<file path="config.mk">
export PLATFORM = sky130hd
export DESIGN_NAME = onewire_rom_search_engine
export DESIGN_NICKNAME = d
export VERILOG_FILES = /design/src/sv/ors_pkg.sv /design/src/sv/ors_core.sv /design/src/sv/onewire_rom_search_engine.sv
export SDC_FILE = /design/constraint.sdc
export NUM_CORES = 1
export LEC_CHECK = 0
export BUFFER_PORTS_ARGS = -buffer_cell sky130_fd_sc_hd__buf_4
export CAP_MARGIN = 25
export CORE_UTILIZATION = 60
export CTS_CLUSTER_DIAMETER = 50
export CTS_CLUSTER_SIZE = 30
export DETAILED_ROUTE_END_ITERATION = 10
export PLACE_DENSITY = 0.81
export SLEW_MARGIN = 10
export SYNTH_ARGS = -nofsm -noshare
export SYNTH_HDL_FRONTEND = slang
export SYNTH_SLANG_ARGS = --single-unit
</file>
<file path="constraint.sdc">
create_clock -name clk_i -period 6.4 [get_ports clk_i]
set_input_delay 1.6 -clock clk_i [delete_from_list [all_inputs] [get_ports clk_i]]
set_output_delay 1.6 -clock clk_i [all_outputs]
set_load 0.02 [all_outputs]
</file>
<file path="src/sv/ors_pkg.sv">
// ----------------------------------------------------------------------------
// ors_pkg
// types and constants of the 1-wire rom search engine
// ----------------------------------------------------------------------------
`timescale 1ns / 1ps

package ors_pkg;

  // item codes carried on the input tuser
  typedef enum logic [1:0] {
    FUNC_BEGIN = 2'd0,
    FUNC_PAIR  = 2'd1,
    FUNC_CLEAR = 2'd2
  } func_e;

  localparam logic [7:0] CRC_POLY_REFL     = 8'h8C;
  localparam logic [6:0] LAST_BIT_PLUS_ONE = 7'd65;
  localparam logic [6:0] FAMILY_LIMIT      = 7'd9;
  localparam logic [6:0] FIRST_BIT         = 7'd1;

  localparam int unsigned IN_TDATA_W  = 8;
  localparam int unsigned OUT_TDATA_W = 80;

  // one registered input item
  typedef struct packed {
    logic [1:0] func;
    logic       presence;
    logic       id_bit;
    logic       cmp_bit;
  } item_t;

  // one result item
  typedef struct packed {
    logic [3:0]  family_discrepancy;
    logic [63:0] rom_code;
    logic        found;
    logic        done_res;
    logic        write_bit;
    logic        write_valid;
    logic        send_search_cmd;
  } result_t;

  // search state kept between items
  typedef struct packed {
    logic [63:0] rom_bits;
    logic [6:0]  bit_number;
    logic [6:0]  last_zero_pos;
    logic [6:0]  last_discrepancy;
    logic [3:0]  family_disc;
    logic        last_device;
    logic [7:0]  crc_acc;
    logic        searching;
  } state_t;

endpackage

</file>
<file path="src/sv/ors_core.sv">
// ----------------------------------------------------------------------------
// ors_core
// search state registers and the per-item decision logic
// ----------------------------------------------------------------------------
`timescale 1ns / 1ps

module ors_core
  import ors_pkg::*;
(
  input  logic    clk_i,
  input  logic    rst_ni,
  input  logic    advance_i,
  input  item_t   item_i,
  output result_t result_o
);

  state_t      state_q, state_d;
  result_t     res;
  func_e       func;
  logic [5:0]  pos;
  logic        rom_bit_sel;
  logic        dir;
  logic        forced;
  logic [63:0] rom_next;
  logic [7:0]  crc_next;
  logic [6:0]  bn_next;
  logic        found_tmp;

  assign func = func_e'(item_i.func);

  // bit position and direction choice for a bit pair
  assign pos         = state_q.bit_number[5:0] - 6'd1;
  assign rom_bit_sel = state_q.rom_bits[pos];
  assign forced      = item_i.id_bit != item_i.cmp_bit;

  always_comb begin
    if (forced) begin
      dir = item_i.id_bit;
    end else if (state_q.bit_number < state_q.last_discrepancy) begin
      dir = rom_bit_sel;
    end else begin
      dir = state_q.bit_number == state_q.last_discrepancy;
    end
  end

  // rom code, crc and bit counter after a written bit
  always_comb begin
    rom_next      = state_q.rom_bits;
    rom_next[pos] = dir;
  end

  assign crc_next = (state_q.crc_acc[0] ^ dir) ? ((state_q.crc_acc >> 1) ^ CRC_POLY_REFL)
                                               : (state_q.crc_acc >> 1);
  assign bn_next  = state_q.bit_number + 7'd1;

  // next state and result
  always_comb begin
    state_d   = state_q;
    res       = '0;
    found_tmp = 1'b0;
    unique case (func)
      FUNC_BEGIN: begin
        state_d.searching = 1'b0;
        if (state_q.last_device || !item_i.presence) begin
          state_d.last_discrepancy = '0;
          state_d.last_device      = 1'b0;
          state_d.family_disc      = '0;
          res.done_res             = 1'b1;
        end else begin
          res.send_search_cmd   = 1'b1;
          state_d.searching     = 1'b1;
          state_d.bit_number    = FIRST_BIT;
          state_d.last_zero_pos = '0;
          state_d.crc_acc       = '0;
        end
      end
      FUNC_PAIR: begin
        if (state_q.searching) begin
          if (item_i.id_bit && item_i.cmp_bit) begin
            // no device answered
            state_d.searching = 1'b0;
            res.done_res      = 1'b1;
          end else begin
            state_d.rom_bits = rom_next;
            if (!forced && !dir) begin
              state_d.last_zero_pos = state_q.bit_number;
              if (state_q.bit_number < FAMILY_LIMIT) begin
                state_d.family_disc = state_q.bit_number[3:0];
              end
            end
            res.write_valid    = 1'b1;
            res.write_bit      = dir;
            state_d.crc_acc    = crc_next;
            state_d.bit_number = bn_next;
            // end of the pass after the last rom bit
            if (bn_next >= LAST_BIT_PLUS_ONE) begin
              state_d.searching = 1'b0;
              res.done_res      = 1'b1;
              if (crc_next == 8'd0) begin
                state_d.last_discrepancy = state_d.last_zero_pos;
                if (state_d.last_zero_pos == 7'd0) begin
                  state_d.last_device = 1'b1;
                end
                found_tmp = 1'b1;
              end
              if (!found_tmp || rom_next[7:0] == 8'd0) begin
                state_d.last_discrepancy = '0;
                state_d.last_device      = 1'b0;
                state_d.family_disc      = '0;
                found_tmp                = 1'b0;
              end
            end
          end
        end
      end
      FUNC_CLEAR: begin
        state_d.last_discrepancy = '0;
        state_d.last_device      = 1'b0;
        state_d.family_disc      = '0;
        state_d.searching        = 1'b0;
      end
      default: begin
        state_d = state_q;
      end
    endcase
    res.found              = found_tmp;
    res.rom_code           = state_d.rom_bits;
    res.family_discrepancy = state_d.family_disc;
  end

  assign result_o = res;

  // state update on each processed item
  always_ff @(posedge clk_i or negedge rst_ni) begin
    if (!rst_ni) begin
      state_q <= '{bit_number: FIRST_BIT, default: '0};
    end else if (advance_i) begin
      state_q <= state_d;
    end
  end

endmodule

</file>
<file path="src/sv/onewire_rom_search_engine.sv">
// One item per clock cycle, sustained while the output side does not stall:
// an accepted item is held in the input register, the decision logic
// handles it there and the result is loaded into the output register when
// the item moves on. Between those two registers lies a single step
// (one rom bit select, a compare against the last discrepancy and a one-bit
// crc update). A waiting result does not stop the next item from being
// taken into the input register; stalls on the output side back up through
// both registers.
// ----------------------------------------------------------------------------
// onewire_rom_search_engine
// 1-wire search rom decision engine with stream ports
// ----------------------------------------------------------------------------
`timescale 1ns / 1ps

module onewire_rom_search_engine
  import ors_pkg::*;
(
  input  logic                   clk_i,
  input  logic                   rst_ni,
  input  logic                   s_axis_tvalid_i,
  output logic                   s_axis_tready_o,
  // [0] presence, [1] id_bit, [2] cmp_bit, [7:3] zero
  input  logic [IN_TDATA_W-1:0]  s_axis_tdata_i,
  // [1:0] func
  input  logic [1:0]             s_axis_tuser_i,
  output logic                   m_axis_tvalid_o,
  input  logic                   m_axis_tready_i,
  // [0] send_search_cmd, [1] write_valid, [2] write_bit, [3] done_res,
  // [4] found, [68:5] rom_code, [72:69] family_discrepancy, [79:73] zero
  output logic [OUT_TDATA_W-1:0] m_axis_tdata_o
);

  logic    in_valid_q;
  item_t   in_item_q;
  logic    out_valid_q;
  result_t out_q;
  result_t step_res;
  logic    advance;
  logic    in_xfer;

  // item moves from the input register into the result register
  assign advance         = in_valid_q && (!out_valid_q || m_axis_tready_i);
  assign s_axis_tready_o = !in_valid_q || advance;
  assign in_xfer         = s_axis_tvalid_i && s_axis_tready_o;

  // input register
  always_ff @(posedge clk_i or negedge rst_ni) begin
    if (!rst_ni) begin
      in_valid_q <= 1'b0;
    end else if (s_axis_tready_o) begin
      in_valid_q <= s_axis_tvalid_i;
    end
  end

  always_ff @(posedge clk_i) begin
    if (in_xfer) begin
      in_item_q.func     <= s_axis_tuser_i;
      in_item_q.presence <= s_axis_tdata_i[0];
      in_item_q.id_bit   <= s_axis_tdata_i[1];
      in_item_q.cmp_bit  <= s_axis_tdata_i[2];
    end
  end

  ors_core u_core (
    .clk_i    (clk_i),
    .rst_ni   (rst_ni),
    .advance_i(advance),
    .item_i   (in_item_q),
    .result_o (step_res)
  );

  // result register
  always_ff @(posedge clk_i or negedge rst_ni) begin
    if (!rst_ni) begin
      out_valid_q <= 1'b0;
    end else if (advance) begin
      out_valid_q <= 1'b1;
    end else if (m_axis_tready_i) begin
      out_valid_q <= 1'b0;
    end
  end

  always_ff @(posedge clk_i) begin
    if (advance) begin
      out_q <= step_res;
    end
  end

  assign m_axis_tvalid_o = out_valid_q;
  assign m_axis_tdata_o  = {7'd0, out_q};

endmodule

</file>
Word level (Yosys, flattened, before mapping) --
Index checks and enable logic that the tools add are counted.
Word-level totals: bits of input ports 14, logic and storage cells 118, bits in registers 179, output and inout bits 82
Operators by class: eq/ne operators 11, $lt $le $gt $ge 5, reduce and logical (&&, ||, !) cells 29, bitwise logic cells 5, multiplexer cells 45, add/subtract/negate cells 2
Operators by type and width (number):
- $mux W99 | 1
- $mux W98 | 1
- $bwmux W64 | 1
- $mux W64 | 1
- $mux W12 | 3
- $pmux W12 S3 | 1
- $mux W7 | 5
- $pmux W14 S2 | 1
- $mux W1 | 19
- $logic_not A8 Y1 | 2
- $pmux W8 S2 | 1
- $mux W14 | 1
- $mux W9 | 1
- $mux W4 | 2
- $mux W8 | 1
- $reduce_and A8 Y1 | 1
- $add A7 B1 Y7 const B | 1
- $eq A7 B7 Y1 | 1
- $ge A7 B7 Y1 const B | 1
- $logic_not A7 Y1 | 1
- $lt A6 B7 Y1 const B | 1
- $lt A7 B4 Y1 const B | 1
- $lt A7 B7 Y1 | 1
- $reduce_and A7 Y1 | 1
- other kinds (27) | 47

Longest topological paths before layout --
Gate-level depths: netlist (run 1).
depth after elaboration 20, gate-level depth with buffers 17, mapped depth without buffers 11

Modules after synthesis --
Synthesis (run 1) repeated with hierarchy kept, for this count alone.
Second synthesis, totals: cells, all modules 886, area, all modules 9819.4 um2
By module, submodules not included:
- ors_core | area each 7317.0 um2, instances 1, seq. area each 2478.6 um2, cells an instance 792
- onewire_rom_search_engine | area each 2502.4 um2, instances 1, seq. area each 2392.3 um2, cells an instance 94

Worst setup path after synthesis (run 1) --
OpenSTA, ideal clock, no wires.
path kind input-to-reg, from in m_axis_tready_i, to reg u_core.state_q[41] (netlist name), setup time 125 ps, slack 1136 ps, arrival time 5140 ps, stages on the path 7, path buffers 1, required time 6275 ps, path through nand2b_1 -> nand2_1 -> inv_1 -> clkbuf_1 -> nand2_1 -> nor2_1 -> mux2_2
On the way: cells in the longest elaborated chain, start to end 2
RTL lines:
- from (decl) | RTL line onewire_rom_search_engine.sv:27 | input logic m_axis_tready_i,
- $logic_or A1 B1 Y1 | RTL line onewire_rom_search_engine.sv:42 | assign advance = in_valid_q && (!out_valid_q || m_axis_tready_i);
- $logic_and A1 B1 Y1 | RTL line onewire_rom_search_engine.sv:42
- named net advance | RTL line onewire_rom_search_engine.sv:38 | logic advance;
- to (signal assigned) | RTL line ors_core.sv:138 | state_q <= state_d;
- to (decl) | RTL line ors_core.sv:17 | state_t state_q, state_d;
The timed path passes the listed nets, and every way through them passes these cells. A chain may end at the register's enable or synchronous reset.

==> flow_summary.ini, run 1 <==
[critical_path]
cp-startpoint = u_core.state_q[29]
reg2reg_slack_ps = 1450
crit_type = register to register
r2r_start = u_core.state_q[29]
cp.arrival_ps = 5050
r2r_end = m_axis_tdata_o[12]
crit_fanout = 87
cp.required_ps = 6510
startpoint_type = register
rr_worst_depth = 10
endpoint_kind = register

[global_routing]
antenna_found_initial = 0
use_met2 = 0.4712
top_usage_layer = met2
grt_overflow = 0
grtUsageTotal = 0.3086
grt_pass1_vias = 7228
grt_max_degree = 88
grt_pass1_wl_microns = 38500
met3_usage = 0.06237
met1_usage = 0.4337

[synthesis]
synth_top_cell_by_area = dfrtp_1
synth_edf_count = 78
async_flop_share = 0.5642
ys_seq_elements = 179
yosysMostFrequentCell = nor2_1
synth_common_cells = 217 x nor2_1, 100 x dfrtp_1, 87 x nand2_1
ys_seq_area_frac = 0.5072
synth.avg_cell_area_sq_um = 9.942
synth_top_cell_area_share = 0.2606
ys.flop_type = dfrtp_1
yosys_warnings = 0
syn_inst = 966
synth_area_sq_um = 9604
yosys-top-cells-area = dfrtp_1 26%, edfxtp_1 24%, nor2_1 8.5%
synth.distinct_cells = 73

[die]
die_w_microns = 128.5
start_util = 0.6225
rows = 45
die_y_microns = 128.5
die_area_sq_um = 16520
core_region_area_sq_um = 15430
ioPinCount = 96

[detailed_routing]
drt-vias-per-instance = 6.409
via_count = 7934
first_iter_violations = 940
routed_wl_microns = 24310
drt-pass1-iter-count = 7
drc_errors = 0
post_drt_wl_per_cell_microns = 19.63
ant_nets = 0

[cts]
clk_path_buf_depth = 2
cts_hold_buf = 0
h-tree-depth = 4
cts_tree = yes
insertion_delay_ps = 450
cts_resized = 0
cts_sinks = 179
clkTransAtPathRegs_ps = 80
root_buffer = clkbuf_16
cts_setup_buffers = 0
cts_buffers = 17

[status]
status = completed

[sta]
timing.final.hold_violations = 0
max_slew_margin = 0.2846
setup_tns_ps = 0
max_freq_mhz = 202.2
min_period_ps = 4945
fin_crit_sh = 0.7727
worst_pin_slew_ps = 1068
rsz0062_at_grt = no
setup_viol = 0
drv_slew = 0
fin_skew_ps = 12.81

[placement]
portBuffers = 83
dp_hpwl_microns = 15290
routabilityCongestion = 0.8689
dp_cells = 1206

[layout]
nFillCells = 1121
diodes = 0
area_growth_syn_to_layout_pct = 13.28
drive_gt1_frac = 0.1967
final_cells = 1238
final_nets = 1043
post-route-util = 0.7052

[pwr]
p_leak_nw = 4.355
p_per_area_nw_per_um2 = 372.5
ir_drop_mv = 0.2488

[hold_path]
min-delay-start = u_core.state_q[20]
hold_path_class = register to register
min_to = u_core.state_q[20]
min_path_cells = 2

[flow_run]
maxCapViolations = 0
-- worst max path at each step --
stage,slack (ps),cells after the start,end
finish,1450,10,m_axis_tdata_o[12]
global route,1190,11,u_core.state_q[3]
CTS,1580,11,u_core.state_q[3]
detailed placement,1600,10,m_axis_tdata_o[12]
global placement,1490,11,u_core.state_q[9]
floorplan,1140,7,u_core.state_q[41]
-- critical path, stage by stage, from the launching register on --
cell       delay (ps)
dfrtp_1           720
inv_1             210
ha_1              430
xnor2_2           890
mux4_2            380
o211ai_1          100
o311a_1           180
a2111oi_4         420
a211o_2           220
buf_4             640
a31oi_1           330
-- cell type report --
cell class / instances / area, sq um / area share
repair buffers: 94 / 709.4 / 0.06521
well taps: 211 / 264.0 / 0.02427
clock inverters: 14 / 171.4 / 0.01576
clock buffers: 18 / 429.2 / 0.03945
multi-input cells: 704 / 4365 / 0.4013
flip-flops and latches: 179 / 4871 / 0.4477
inverters: 18 / 68.82 / 0.006325
-- routing by layer --
layer	routed length, microns	up-vias
met5	0	-
met4	677	0
met3	2435	57
met2	11150	480
met1	10040	3790
li1	-	3607
-- placed cells by master (no fill, tap or decap), drive strengths merged, types with 7 or more instances in the layout --
cell	instances
clkbuf	18
conb	7
mux4	9
buf	94
a21oi	32
edfxtp	78
ha	15
nand3	19
a41oi	20
nand2b	11
a31oi	72
nor3	13
xnor2	8
a32o	10
mux2i	14
o21ai	37
nor2	218
nand2	88
dfrtp	100
inv	22
mux2	47
-- stage by stage --
step | worst slack, ps | total power [W] | hold slack, ps | area, sq um
floorplan | 1136 | 0.002594 | 448.2 | 9627
global placement | 1495 | 0.002935 | 470.1 | 10270
detailed placement | 1597 | 0.002969 | 475.1 | 10280
CTS | 1583 | 0.004029 | 491.8 | 10880
global route | 1194 | 0.004230 | 519.5 | 10880
finish | 1455 | 0.004053 | 494.6 | 10880
-- sequential cells by signal, indices dropped and copies added (netlist names) --
name	flops
in_item_q	5
in_valid_q	1
m_axis_tdata_o	73
m_axis_tvalid_o	1
u_core.state_q	99
-- where the power goes --
part           switching [W]  leakage (nW)  internal, W
combinational       0.000980          1.91     0.000498
clock               0.000481         0.288     0.000588
sequential          0.000126          2.16      0.00138
total                0.00159          4.36      0.00247
-- logic make-up (layout without fill, tap and decap cells) --
| kind of cell | Yosys count | in the layout | synth area share |
|---|---|---|---|
| adder cells (fa/ha/maj) | 15 | 15 | 0.01954 |
| other | 1 | 7 | 0.0003905 |
| XOR/XNOR | 11 | 11 | 0.01446 |
| buffers and inverters | 89 | 144 | 0.04234 |
| flip-flops | 179 | 179 | 0.5072 |
| AO/OA/AOI/OAI | 220 | 220 | 0.1572 |
| AND/OR/NAND/NOR | 381 | 381 | 0.1681 |
| multiplexers | 70 | 70 | 0.09080 |
No activity file was read; power rests on OpenSTA's default activity.
==> run 2, diff against run 1 <==
--- a/config.mk
+++ b/config.mk
@@ -5,13 +5,14 @@
 export SDC_FILE = /design/constraint.sdc
 export NUM_CORES = 1
 export LEC_CHECK = 0
+export ABC_AREA = 1
 export BUFFER_PORTS_ARGS = -buffer_cell sky130_fd_sc_hd__buf_4
 export CAP_MARGIN = 25
-export CORE_UTILIZATION = 60
+export CORE_UTILIZATION = 54
 export CTS_CLUSTER_DIAMETER = 50
 export CTS_CLUSTER_SIZE = 30
 export DETAILED_ROUTE_END_ITERATION = 10
-export PLACE_DENSITY = 0.81
+export PLACE_DENSITY = 0.77
 export SLEW_MARGIN = 10
 export SYNTH_ARGS = -nofsm -noshare
 export SYNTH_HDL_FRONTEND = slang
==> constraint.sdc (replaced) <==
create_clock -name clk_i -period 4.2 [get_ports clk_i]
set_input_delay 1.05 -clock clk_i [delete_from_list [all_inputs] [get_ports clk_i]]
set_output_delay 1.05 -clock clk_i [all_outputs]
set_load 0.02 [all_outputs]
==> run 2 against run 1 <==
Net effect:
- cell area fell by 1.5%
- synthesized cell count rose by 21%
- clock skew barely moved
- worst setup slack got worse by 1100 ps
- sequential share of layout area rose by 0.67 points
- sequential power rose by 61%
- via count fell by 1.6%
- combinational power rose by 90%
- die area rose by 8.5%
- largest cell class unchanged
- critical path type unchanged
==> flow_summary.ini, run 2 <==
[status]
status = completed

[synthesis]
ys.flop_type = dfrtp_1
synth_top_cell_area_share = 0.2665
synth_area_sq_um = 9390
syn_inst = 1170
yosysMostFrequentCell = nand2_1
ys_seq_area_frac = 0.5187
yosys_warnings = 0
synth_top_cell_by_area = dfrtp_1
ys_seq_elements = 179
async_flop_share = 0.5642
synth.avg_cell_area_sq_um = 8.026
yosys-top-cells-area = dfrtp_1 27%, edfxtp_1 25%, nand2_1 15%
synth_common_cells = 382 x nand2_1, 177 x inv_1, 158 x o21ai_0
synth_edf_count = 78
synth.distinct_cells = 42

[sta]
min_period_ps = 3880
fin_skew_ps = 12.51
drv_slew = 0
fin_hold_ws_ps = 490.6
worst_pin_slew_ps = 1019
max_freq_mhz = 257.7
fin_crit_sh = 0.9238
max_slew_margin = 0.3208
setup_viol = 0
setup_ws_ps = 320.0
timing.final.hold_violations = 0
rsz0062_at_grt = no
setup_tns_ps = 0

[hold_path]
min-delay-start = u_core.state_q[78]
hold_path_class = register to register
min_path_cells = 2

[critical_path]
r2r_start = u_core.state_q[29]
rr_worst_depth = 24
cp.required_ps = 4380
startpoint_type = register
cp-startpoint = u_core.state_q[29]
cp.arrival_ps = 4060
crit_type = register to register
crit_fanout = 41
endpoint_kind = register

[cts]
root_buffer = clkbuf_16
cts_resized = 0
clk_path_buf_depth = 2
cts_hold_buf = 0
h-tree-depth = 4
cts_sinks = 179
cts_buffers = 17
cts_tree = yes
clkTransAtPathRegs_ps = 70
cts_setup_buffers = 0
insertion_delay_ps = 440

[detailed_routing]
ant_nets = 0
first_iter_violations = 872
drc_errors = 0
via_count = 7811
routed_wl_microns = 21570
drt-pass1-iter-count = 6
drt-vias-per-instance = 5.303
post_drt_wl_per_cell_microns = 14.64

[die]
rows = 47
core_region_area_sq_um = 16760
die_area_sq_um = 17920
ioPinCount = 96
die_y_microns = 133.9
die_w_microns = 133.9
start_util = 0.5603

[layout]
nFillCells = 1439
final_nets = 1270
top_register = u_core.state_q
drive_gt1_frac = 0.1365
final_cell_mix = 381 x nand2_1, 176 x inv_1, 158 x o21ai_0
diodes = 0
final_common_cell = nand2_1
post-route-util = 0.6395
area_growth_syn_to_layout_pct = 14.14
largest_reg_flops = 99
final_area_sq_um = 10720

[placement]
routabilityCongestion = 0.8489
dpl_cell_area_sq_um = 10150
portBuffers = 83
dp_hpwl_microns = 13980
post-place-ws_ps = 348.8

[pwr]
p_per_area_nw_per_um2 = 633.2
p_leak_nw = 5.364
ir_drop_mv = 0.4076

[flow_run]
maxCapViolations = 0

[global_routing]
grt_pass1_wl_microns = 35260
grt_overflow = 0
grt_pass1_vias = 7233
antenna_found_initial = 0
grtUsageTotal = 0.2506
grt_max_degree = 117
## run 2: cells by family after synthesis
kind of cell	after synthesis	share of synthesized area
buffers and inverters	235	0.1030
adders and majority gates	15	0.01999
AOI/OAI and AO/OA	207	0.1201
and+or+nand+nor	528	0.2332
xor gates and xnor gates	5	0.004663
DFF	179	0.5187
other	1	0.0003994
## run 2: routing by layer
| metal | GRT usage | vias up | wire, microns |
|---|---|---|---|
| met5 | 0 | - | 0 |
| met4 | 0.08586 | 0 | 314 |
| met1 | 0.3601 | 3669 | 9777 |
| met2 | 0.3880 | 286 | 10010 |
| met3 | 0.03930 | 29 | 1468 |
| li1 | - | 3827 | - |
## run 2: metrics by stage
step / total power, W / instances
floorplan: 0.004525 / 1176
global placement: 0.005162 / 1442
detailed placement: 0.005218 / 1442
CTS: 0.006786 / 1473
global route: 0.007232 / 1473
finish: 0.006787 / 1473
## run 2: cell type report
type | instances | area [sq um] | share of cell area
repair buffers | 95 | 713.2 | 0.06654
clock buffers | 19 | 452.9 | 0.04226
flip-flops and latches | 179 | 4871 | 0.4545
clock inverters | 12 | 118.9 | 0.01109
multi-input cells | 762 | 3582 | 0.3342
inverters | 186 | 704.4 | 0.06572
well taps | 220 | 275.3 | 0.02568
## run 2: path summary, 6_finish.rpt
path	to	slack [ps]
worst min-delay path	u_core.state_q[78]	490
worst max-delay path	m_axis_tdata_o[72]	320
max in group asynchronous	u_core.state_q[69]	2680
min in group asynchronous	in_valid_q	640
worst min register to register	u_core.state_q[78]	490
worst max register to register	m_axis_tdata_o[72]	320
## run 2: where the power goes
group          switching [W]  leakage [nW]  internal, W
logic                0.00200          2.92     0.000811
clock network       0.000695         0.281     0.000858
registers           0.000196          2.16      0.00223
## run 2: critical path: stages, from the launching register on
cell	delay (ps)
dfrtp_1	510
inv_1	160
ha_1	250
nand2_1	80
nand2_1	240
inv_1	330
nand2_1	100
nand3_1	90
nand2_1	60
nor2_1	170
nor2_2	60
nand3_2	90
nand2_2	70
nand2_4	200
nand2_8	160
inv_4	320
nand2_2	110
nand3_2	90
nor2_2	40
nand2_2	140
nand2_2	100
nand2_1	70
nand2_1	40
nand2_1	50
nand2_1	80
